===== config.mk =====
export PLATFORM = sky130hd
export DESIGN_NAME = der_spki_key_extractor
export DESIGN_NICKNAME = d
export VERILOG_FILES = /design/src/rtl/dske_pkg.sv /design/src/rtl/der_spki_key_extractor.sv
export SDC_FILE = /design/constraint.sdc
export NUM_CORES = 1
export LEC_CHECK = 0
export BUFFER_PORTS_ARGS = -buffer_cell sky130_fd_sc_hd__clkbuf_2
export CORE_UTILIZATION = 57
export DETAILED_ROUTE_END_ITERATION = 10
export PLACE_DENSITY = 0.75
export SETUP_SLACK_MARGIN = 0.5
export SKIP_CTS_REPAIR_TIMING = 1
export SYNTH_ARGS = -nofsm -noshare
export SYNTH_HDL_FRONTEND = slang
export SYNTH_SLANG_ARGS = --single-unit

===== constraint.sdc =====
create_clock -name clk_i -period 3.5 [get_ports clk_i]
set_clock_uncertainty 0.05 [all_clocks]
set_input_delay 1.05 -clock clk_i [delete_from_list [all_inputs] [get_ports clk_i]]
set_output_delay 1.05 -clock clk_i [all_outputs]
set_load 0.03 [all_outputs]

===== src/rtl/dske_pkg.sv =====
package dske_pkg;

  localparam int MLKEM_KEY_BYTES  = 1184;
  localparam int MLKEM_MIN_TOTAL  = 1206;
  localparam int X25519_KEY_BYTES = 32;
  localparam int X25519_MIN_TOTAL = 44;

  localparam int CNT_W     = 16;
  localparam int KEY_CNT_W = 11;
  localparam int TIDX_W    = 4;

  localparam logic [TIDX_W-1:0] TMPL_LEN_X25519 = TIDX_W'(7);
  localparam logic [TIDX_W-1:0] TMPL_LEN_MLKEM  = TIDX_W'(13);

  localparam logic [7:0] DER_TAG_SEQ    = 8'h30;
  localparam logic [7:0] DER_TAG_BITSTR = 8'h03;
  localparam logic [7:0] DER_LEN_LONG   = 8'h80;
  localparam logic [7:0] DER_LEN_LONG1  = 8'h81;
  localparam logic [7:0] DER_LEN_LONG2  = 8'h82;
  localparam logic [7:0] DER_PAD_ZERO   = 8'h00;

  localparam logic STATUS_OK  = 1'b0;
  localparam logic STATUS_ERR = 1'b1;

  localparam logic KEY_TYPE_X25519 = 1'b0;
  localparam logic KEY_TYPE_MLKEM  = 1'b1;

  typedef enum logic [3:0] {
    PH_OUTER_TAG = 4'd0,
    PH_OUTER_LEN = 4'd1,
    PH_OUTER_EXT = 4'd2,
    PH_ALGID     = 4'd3,
    PH_BS_TAG    = 4'd4,
    PH_BS_LEN    = 4'd5,
    PH_BS_EXT    = 4'd6,
    PH_PAD       = 4'd7,
    PH_KEY       = 4'd8,
    PH_TRAIL     = 4'd9
  } phase_e;

  typedef struct packed {
    logic [7:0] data_byte;
    logic       is_last;
  } in_item_t;

  typedef struct packed {
    logic [7:0] key_byte;
    logic       key_valid;
    logic       done_res;
    logic       status;
  } out_item_t;

  // algorithm identifier templates
  function automatic logic [7:0] tmpl_byte(input logic mlkem, input logic [TIDX_W-1:0] idx);
    logic [7:0] res;
    res = 8'h00;
    if (mlkem) begin
      case (idx)
        4'd0:    res = 8'h30;
        4'd1:    res = 8'h0B;
        4'd2:    res = 8'h06;
        4'd3:    res = 8'h09;
        4'd4:    res = 8'h60;
        4'd5:    res = 8'h86;
        4'd6:    res = 8'h48;
        4'd7:    res = 8'h01;
        4'd8:    res = 8'h65;
        4'd9:    res = 8'h03;
        4'd10:   res = 8'h04;
        4'd11:   res = 8'h04;
        4'd12:   res = 8'h02;
        default: res = 8'h00;
      endcase
    end else begin
      case (idx)
        4'd0:    res = 8'h30;
        4'd1:    res = 8'h05;
        4'd2:    res = 8'h06;
        4'd3:    res = 8'h03;
        4'd4:    res = 8'h2B;
        4'd5:    res = 8'h65;
        4'd6:    res = 8'h6E;
        default: res = 8'h00;
      endcase
    end
    return res;
  endfunction

endpackage


===== src/rtl/der_spki_key_extractor.sv =====
// der_spki_key_extractor
// Streams a DER SubjectPublicKeyInfo one byte per transaction on the input
// channel (in_valid_i / in_stall_o / in_data_i) and returns the raw public key
// bytes on the output channel (out_valid_o / out_stall_i / out_data_o).
// A result is produced for every key byte and for the byte marked is_last;
// the last result carries done_res and status (0 success, 1 malformed).
// Header, trailing and error bytes produce no result unless marked last.
// cfg_we_i / cfg_wdata_i write key_type (0 X25519, 1 ML-KEM-768); write it
// only while no transaction is in flight.
// Throughput: one byte per cycle while the receiver does not stall. The
// accepting edge loads the input register, and the parsed result moves into
// the output register once that register is free.
// When the receiver stalls, the output register holds its result; the input
// register takes one more byte only if empty, and in_stall_o rises once it is full.
// Reset clears the valid bits of both pipeline registers, the parser state
// and key_type; the block accepts bytes as soon as reset is released.
module der_spki_key_extractor
  import dske_pkg::*;
(
  input  logic      clk_i,
  input  logic      rst_ni,
  input  logic      cfg_we_i,
  input  logic      cfg_wdata_i,
  input  logic      in_valid_i,
  output logic      in_stall_o,
  input  in_item_t  in_data_i,
  output logic      out_valid_o,
  input  logic      out_stall_i,
  output out_item_t out_data_o
);

  logic                 key_type_q;
  logic                 s1_valid_q;
  in_item_t             s1_data_q;
  logic                 out_valid_q;
  out_item_t            out_data_q;

  phase_e               phase_q, phase_d;
  logic [CNT_W-1:0]     len_acc_q, len_acc_d;
  logic [1:0]           len_left_q, len_left_d;
  logic [TIDX_W-1:0]    tmpl_idx_q, tmpl_idx_d;
  logic [CNT_W-1:0]     outer_len_q, outer_len_d;
  logic [CNT_W-1:0]     after_outer_q, after_outer_d;
  logic [CNT_W-1:0]     total_q, total_d;
  logic [KEY_CNT_W-1:0] key_cnt_q, key_cnt_d;
  logic                 err_q, err_d;

  logic                 out_free;
  logic                 s1_adv;
  logic                 accept_in;
  logic                 emit;
  out_item_t            res;

  logic                 mlkem;
  logic [KEY_CNT_W-1:0] kbytes;
  logic [CNT_W-1:0]     mintot;
  logic [CNT_W-1:0]     bs_len_exp;
  logic [TIDX_W-1:0]    tlen;
  logic [7:0]           b;
  logic                 last;

  logic [CNT_W-1:0]     lf_acc;
  logic [1:0]           lf_left;
  logic                 lf_fin;
  logic                 lf_err;
  logic [CNT_W-1:0]     le_acc;
  logic [1:0]           le_left;
  logic                 le_fin;
  logic                 kvalid;
  logic                 ok;

  assign out_free    = !out_valid_q || !out_stall_i;
  assign s1_adv      = s1_valid_q && out_free;
  assign in_stall_o  = s1_valid_q && !out_free;
  assign accept_in   = in_valid_i && !in_stall_o;
  assign out_valid_o = out_valid_q;
  assign out_data_o  = out_data_q;

  assign mlkem      = (key_type_q == KEY_TYPE_MLKEM);
  assign kbytes     = mlkem ? KEY_CNT_W'(MLKEM_KEY_BYTES) : KEY_CNT_W'(X25519_KEY_BYTES);
  assign mintot     = mlkem ? CNT_W'(MLKEM_MIN_TOTAL) : CNT_W'(X25519_MIN_TOTAL);
  assign bs_len_exp = mlkem ? CNT_W'(MLKEM_KEY_BYTES + 1) : CNT_W'(X25519_KEY_BYTES + 1);
  assign tlen       = mlkem ? TMPL_LEN_MLKEM : TMPL_LEN_X25519;
  assign b          = s1_data_q.data_byte;
  assign last       = s1_data_q.is_last;

  // first length byte decode
  always_comb begin
    lf_acc  = '0;
    lf_left = len_left_q;
    lf_fin  = 1'b0;
    lf_err  = 1'b0;
    if (b < DER_LEN_LONG) begin
      lf_acc = {{(CNT_W-8){1'b0}}, b};
      lf_fin = 1'b1;
    end else if (b == DER_LEN_LONG1) begin
      lf_left = 2'd1;
    end else if (b == DER_LEN_LONG2) begin
      lf_left = 2'd2;
    end else begin
      lf_err = 1'b1;
    end
  end

  // extended length byte
  assign le_acc  = {len_acc_q[CNT_W-9:0], b};
  assign le_left = len_left_q - 2'd1;
  assign le_fin  = (le_left == 2'd0);

  always_comb begin
    phase_d       = phase_q;
    len_acc_d     = len_acc_q;
    len_left_d    = len_left_q;
    tmpl_idx_d    = tmpl_idx_q;
    outer_len_d   = outer_len_q;
    key_cnt_d     = key_cnt_q;
    err_d         = err_q;
    kvalid        = 1'b0;
    total_d       = (total_q != '1) ? total_q + CNT_W'(1) : total_q;
    after_outer_d = after_outer_q;
    if (phase_q >= PH_ALGID && after_outer_q != '1) begin
      after_outer_d = after_outer_q + CNT_W'(1);
    end
    if (!err_q) begin
      case (phase_q)
        PH_OUTER_TAG: begin
          if (b == DER_TAG_SEQ) phase_d = PH_OUTER_LEN;
          else err_d = 1'b1;
        end
        PH_OUTER_LEN, PH_OUTER_EXT: begin
          if (phase_q == PH_OUTER_LEN) begin
            len_acc_d  = lf_acc;
            len_left_d = lf_left;
            err_d      = lf_err;
          end else begin
            len_acc_d  = le_acc;
            len_left_d = le_left;
          end
          if (!err_d) begin
            if ((phase_q == PH_OUTER_LEN) ? lf_fin : le_fin) begin
              outer_len_d = len_acc_d;
              tmpl_idx_d  = '0;
              phase_d     = PH_ALGID;
            end else begin
              phase_d = PH_OUTER_EXT;
            end
          end
        end
        PH_ALGID: begin
          if (tmpl_idx_q >= tlen) begin
            err_d = 1'b1;
          end else if (b != tmpl_byte(mlkem, tmpl_idx_q)) begin
            err_d = 1'b1;
          end else begin
            tmpl_idx_d = tmpl_idx_q + TIDX_W'(1);
            if (tmpl_idx_d == tlen) phase_d = PH_BS_TAG;
          end
        end
        PH_BS_TAG: begin
          if (b == DER_TAG_BITSTR) phase_d = PH_BS_LEN;
          else err_d = 1'b1;
        end
        PH_BS_LEN, PH_BS_EXT: begin
          if (phase_q == PH_BS_LEN) begin
            len_acc_d  = lf_acc;
            len_left_d = lf_left;
            err_d      = lf_err;
          end else begin
            len_acc_d  = le_acc;
            len_left_d = le_left;
          end
          if (!err_d) begin
            if ((phase_q == PH_BS_LEN) ? lf_fin : le_fin) begin
              if (len_acc_d == bs_len_exp) phase_d = PH_PAD;
              else err_d = 1'b1;
            end else begin
              phase_d = PH_BS_EXT;
            end
          end
        end
        PH_PAD: begin
          if (b == DER_PAD_ZERO) begin
            key_cnt_d = '0;
            phase_d   = PH_KEY;
          end else begin
            err_d = 1'b1;
          end
        end
        PH_KEY: begin
          kvalid    = 1'b1;
          key_cnt_d = key_cnt_q + KEY_CNT_W'(1);
          if (key_cnt_d >= kbytes) phase_d = PH_TRAIL;
        end
        default: ;
      endcase
    end

    ok = !err_d && (phase_d == PH_TRAIL) && (total_d >= mintot) &&
         (outer_len_d <= after_outer_d);

    emit          = kvalid || last;
    res.key_byte  = kvalid ? b : 8'h00;
    res.key_valid = kvalid;
    res.done_res  = last;
    res.status    = (last && !ok) ? STATUS_ERR : STATUS_OK;

    // end of structure: back to the start
    if (last) begin
      phase_d       = PH_OUTER_TAG;
      len_acc_d     = '0;
      len_left_d    = '0;
      tmpl_idx_d    = '0;
      outer_len_d   = '0;
      after_outer_d = '0;
      total_d       = '0;
      key_cnt_d     = '0;
      err_d         = 1'b0;
    end
  end

  always_ff @(posedge clk_i or negedge rst_ni) begin
    if (!rst_ni) begin
      key_type_q    <= KEY_TYPE_X25519;
      s1_valid_q    <= 1'b0;
      out_valid_q   <= 1'b0;
      phase_q       <= PH_OUTER_TAG;
      len_acc_q     <= '0;
      len_left_q    <= '0;
      tmpl_idx_q    <= '0;
      outer_len_q   <= '0;
      after_outer_q <= '0;
      total_q       <= '0;
      key_cnt_q     <= '0;
      err_q         <= 1'b0;
    end else begin
      if (cfg_we_i) begin
        key_type_q <= cfg_wdata_i;
      end
      if (accept_in) begin
        s1_valid_q <= 1'b1;
      end else if (s1_adv) begin
        s1_valid_q <= 1'b0;
      end
      if (s1_adv) begin
        out_valid_q   <= emit;
        phase_q       <= phase_d;
        len_acc_q     <= len_acc_d;
        len_left_q    <= len_left_d;
        tmpl_idx_q    <= tmpl_idx_d;
        outer_len_q   <= outer_len_d;
        after_outer_q <= after_outer_d;
        total_q       <= total_d;
        key_cnt_q     <= key_cnt_d;
        err_q         <= err_d;
      end else if (!out_stall_i) begin
        out_valid_q <= 1'b0;
      end
    end
  end

  always_ff @(posedge clk_i) begin
    if (accept_in) begin
      s1_data_q <= in_data_i;
    end
    if (s1_adv) begin
      out_data_q <= res;
    end
  end

endmodule


==> flow_metrics.tcl <==
set metrics [dict create \
    status "complete, but fails checks" \
    violations "negative setup slack" \
    clock_path_buffers 2 \
    wl_um 16400 \
    cts_sinks 101 \
    dp_slack_ns -0.0773 \
    grt_usage_pct 27.7 \
    syn_inst 762 \
    path_class "reg -> reg" \
    fmax_mhz 276 \
    final_nets 843 \
    maxCapViolations 0 \
    antenna_found_initial 0 \
    setup-violations-final 1 \
    finalHoldViolCount 0 \
    rrSetupSlack_ns -0.12 \
    p_total_mw 3.93 \
    firstDrtPassIters 8 \
    io_pins 28 \
    drv_slew 0 \
    p_per_area_nw_per_um2 519 \
    cts_tree "done" \
    synth_top_family_by_area "simple AND/OR/NAND/NOR gates" \
    cts_root_buffer "clkbuf_16" \
    grt_pass1_vias 5718 \
    syn_nets 812 \
    clk_pin_slew_ns 0.07 \
    critical_path_arrival_ns 3.67 \
    numPortBuffers 27 \
    synth_enable_flop_cells 20 \
    async_flop_share_pct 80.2 \
    die_area_um2 12300 \
    min_period_ns 3.62 \
    worstSetupEndpointType "flip-flop" \
    holdPathStages 2 \
    path_cells "and4_4 > nand4_1 > o31a_1 > nand4_1 > buf_4 > nor2_4 > nand3_2 > xor2_1 > ha_1 > a21o_1 > a21o_1 > a2111oi_4 > o22ai_2 > nor3_2 > a41oi_1" \
    syn-cell-area_um2 6760 \
    grt_first_pass_wirelength_um 27300 \
    vdd_drop_max_v 0.000514 \
    via_per_inst 6.29 \
    fin_ws_ns -0.123 \
    synth_seq_cells 101 \
    fp-row-count 39 \
    synth_simple_gate_area_share_pct 22.8 \
    synth.avg_cell_area_um2 8.87 \
    finalCritPeriodShare_pct 104 \
    drc 0 \
    ys.flop_type "dfrtp_1" \
    wl_per_cell_um 17.4 \
    synthXorXnorAreaFrac_pct 4.67 \
    grt_overflow 0 \
    p_leak_nw 3.26 \
    synthMuxAreaShare_pct 2.68 \
    synth-seq-area-share_pct 38.9 \
    hpwlAfterDp_um 11700 \
    diodes 0 \
    synth_compound_area_share_pct 20.5 \
    fillers 915 \
    drt_iter0_markers 573 \
    vias 5923 \
    cpMaxStageDelayCell "a2111oi_4" \
    core-area_um2 11500 \
    gp_congestion 0.942 \
    grt_max_degree 69 \
    layout-drive-gt1-share_pct 14.7 \
    htreeDepth 3 \
    clock_latency_ns 0.37 \
    slowest_delay_ns 0.41 \
    worst_slew_pin_slew_ns 0.970 \
    synth.distinct_cells 78 \
    yosys_warnings 0 \
    crit_required_ns 3.55 \
    drtAntennaViolNets 0 \
    cp-start-kind "flip-flop" \
    area_growth_pct 12.1 \
    cp_max_fo 3 \
    initial_utilization_pct 58.9 \
    synth_fa_ha_area_share_pct 6.59 \
    r2r_cells 15 \
    holdCritPathClass "reg -> reg" \
    die_w_um 111 \
    die_h_um 111 \
    rsz0062_at_grt "yes" \
    cts_made_buffers 9 \
    slew_headroom_pct 34.9 \
]
-- final timing paths --
kind | startpoint | endpoint
worst max-delay path | after_outer_q[5]$_DFFE_PN0P_ | out_data_o[0]$_DFFE_PP_
worst min-delay path | outer_len_q[0]$_DFFE_PN0P_ | outer_len_q[0]$_DFFE_PN0P_
min in group asynchronous | rst_ni | s1_valid_q$_DFFE_PN0P_
max in group asynchronous | rst_ni | tmpl_idx_q[1]$_DFFE_PN0P_
worst max register to register | after_outer_q[5]$_DFFE_PN0P_ | out_data_o[0]$_DFFE_PP_
worst min register to register | outer_len_q[0]$_DFFE_PN0P_ | outer_len_q[0]$_DFFE_PN0P_
-- worst max-delay path: cells and delay by family, from the launching register on --
family	cells	cell delay [ns]
xor+xnor	1	0.17
buf+inv	1	0.22
flops	1	0.38
fa+ha+maj	1	0.32
compound gates	6	1.26
simple gates	6	0.97
-- cell usage in the layout, fill, tap and decap left out, types with 7 or more instances in the layout --
master	n
and2_1	12
dfrtp_1	79
nand3_1	28
nand4_1	12
xnor2_1	18
o21ai_1	16
a21oi_1	35
inv_1	17
and3_1	15
ha_1	32
nand2_1	100
clkbuf_16	9
xor2_1	17
a22o_1	26
mux2i_1	17
clkbuf_2	26
o21ai_0	62
buf_4	38
nand2b_1	9
and4_1	7
nor3_1	20
nor2_1	48
edfxtp_1	20
-- registers in the layout, indices dropped and copies added (netlist names), 4 cells and up --
register	cells
outer_len_q	16
tmpl_idx_q	4
phase_q	4
b	8
total_q	16
out_data_o	11
key_cnt_q	11
after_outer_q	16
len_acc_q	8
-- synth_stat cells (3+ instances only) --
library cell | count | area [um^2]
clkbuf_1 | 35 | 131
a311oi_1 | 3 | 26.3
nand4b_1 | 3 | 26.3
a211oi_1 | 7 | 52.6
o21ai_1 | 15 | 75.1
a22o_1 | 26 | 228
o211ai_1 | 4 | 30.0
nand3_1 | 30 | 150
buf_2 | 7 | 35.0
nand4_1 | 12 | 75.1
o31ai_1 | 6 | 45.0
edfxtp_1 | 20 | 601
and4_1 | 8 | 70.1
nor2b_1 | 6 | 37.5
o21ai_0 | 63 | 315
nor3_1 | 22 | 110
xor2_1 | 17 | 149
a31oi_1 | 6 | 37.5
dfrtp_1 | 81 | 2030
nand2b_1 | 9 | 56.3
nand2_1 | 102 | 383
a21boi_0 | 3 | 22.5
a21o_1 | 6 | 45.0
mux2i_1 | 17 | 170
nor2_1 | 50 | 188
nor4_1 | 6 | 37.5
and2_1 | 12 | 75.1
or3_1 | 3 | 18.8
a41oi_1 | 3 | 26.3
o21a_1 | 4 | 30.0
xnor2_1 | 19 | 166
inv_1 | 17 | 63.8
a21oi_1 | 35 | 175
and3_1 | 16 | 100
ha_1 | 34 | 425
-- power breakdown --
part	switching [mW]	leakage [nW]	total (mW)	internal, mW
Clock	0.491	0.138	0.989	0.498
Sequential	0.149	1.30	1.48	1.33
Combinational	0.861	1.82	1.46	0.603
Total	1.50	3.26	3.93	2.43
-- layout make-up --
| cell class | count | area (um^2) | area share [%] |
|---|---|---|---|
| tap | 143 | 179 | 2.36 |
| inverter | 18 | 67.6 | 0.892 |
| clock buffer | 9 | 225 | 2.97 |
| timing repair buffer | 66 | 447 | 5.90 |
| clock inverter | 7 | 60.1 | 0.793 |
| sequential | 101 | 2630 | 34.7 |
| multi-input combinational | 597 | 3970 | 52.4 |
-- per-stage QoR --
| step | utilization [%] | instances | TNS, ns | cell area [um^2] | hold slack (ns) |
|---|---|---|---|---|---|
| detailed placement | 62.6 | 922 | -0.0773 | 7180 | 0.430 |
| global placement | 62.6 | 922 | 0 | 7180 | 0.423 |
| CTS | 65.1 | 938 | -0.113 | 7470 | 0.446 |
| floorplan | - | 762 | 0 | 6790 | 0.374 |
| global route | 66.1 | 941 | -0.297 | 7580 | 0.476 |
| finish | 66.1 | 941 | -0.123 | 7580 | 0.442 |
-- logic make-up (layout without fill, tap and decap cells) --
logic type	Yosys count	in the layout
buf+inv	64	100
compound gates	209	209
fa+ha+maj	35	35
flops	101	101
simple gates	299	299
mux	18	18
xor+xnor	36	36
-- per-layer routing --
layer / up-vias / track usage (%) / part of all wire, %
li1: 2855 / - / -
met1: 2831 / 35.1 / 42
met2: 197 / 46.6 / 50
met3: 40 / 6.01 / 5.6
met4: 0 / 10.0 / 2.5
met5: - / 0 / 0
Note: power is estimated with default switching activity, not from simulation.
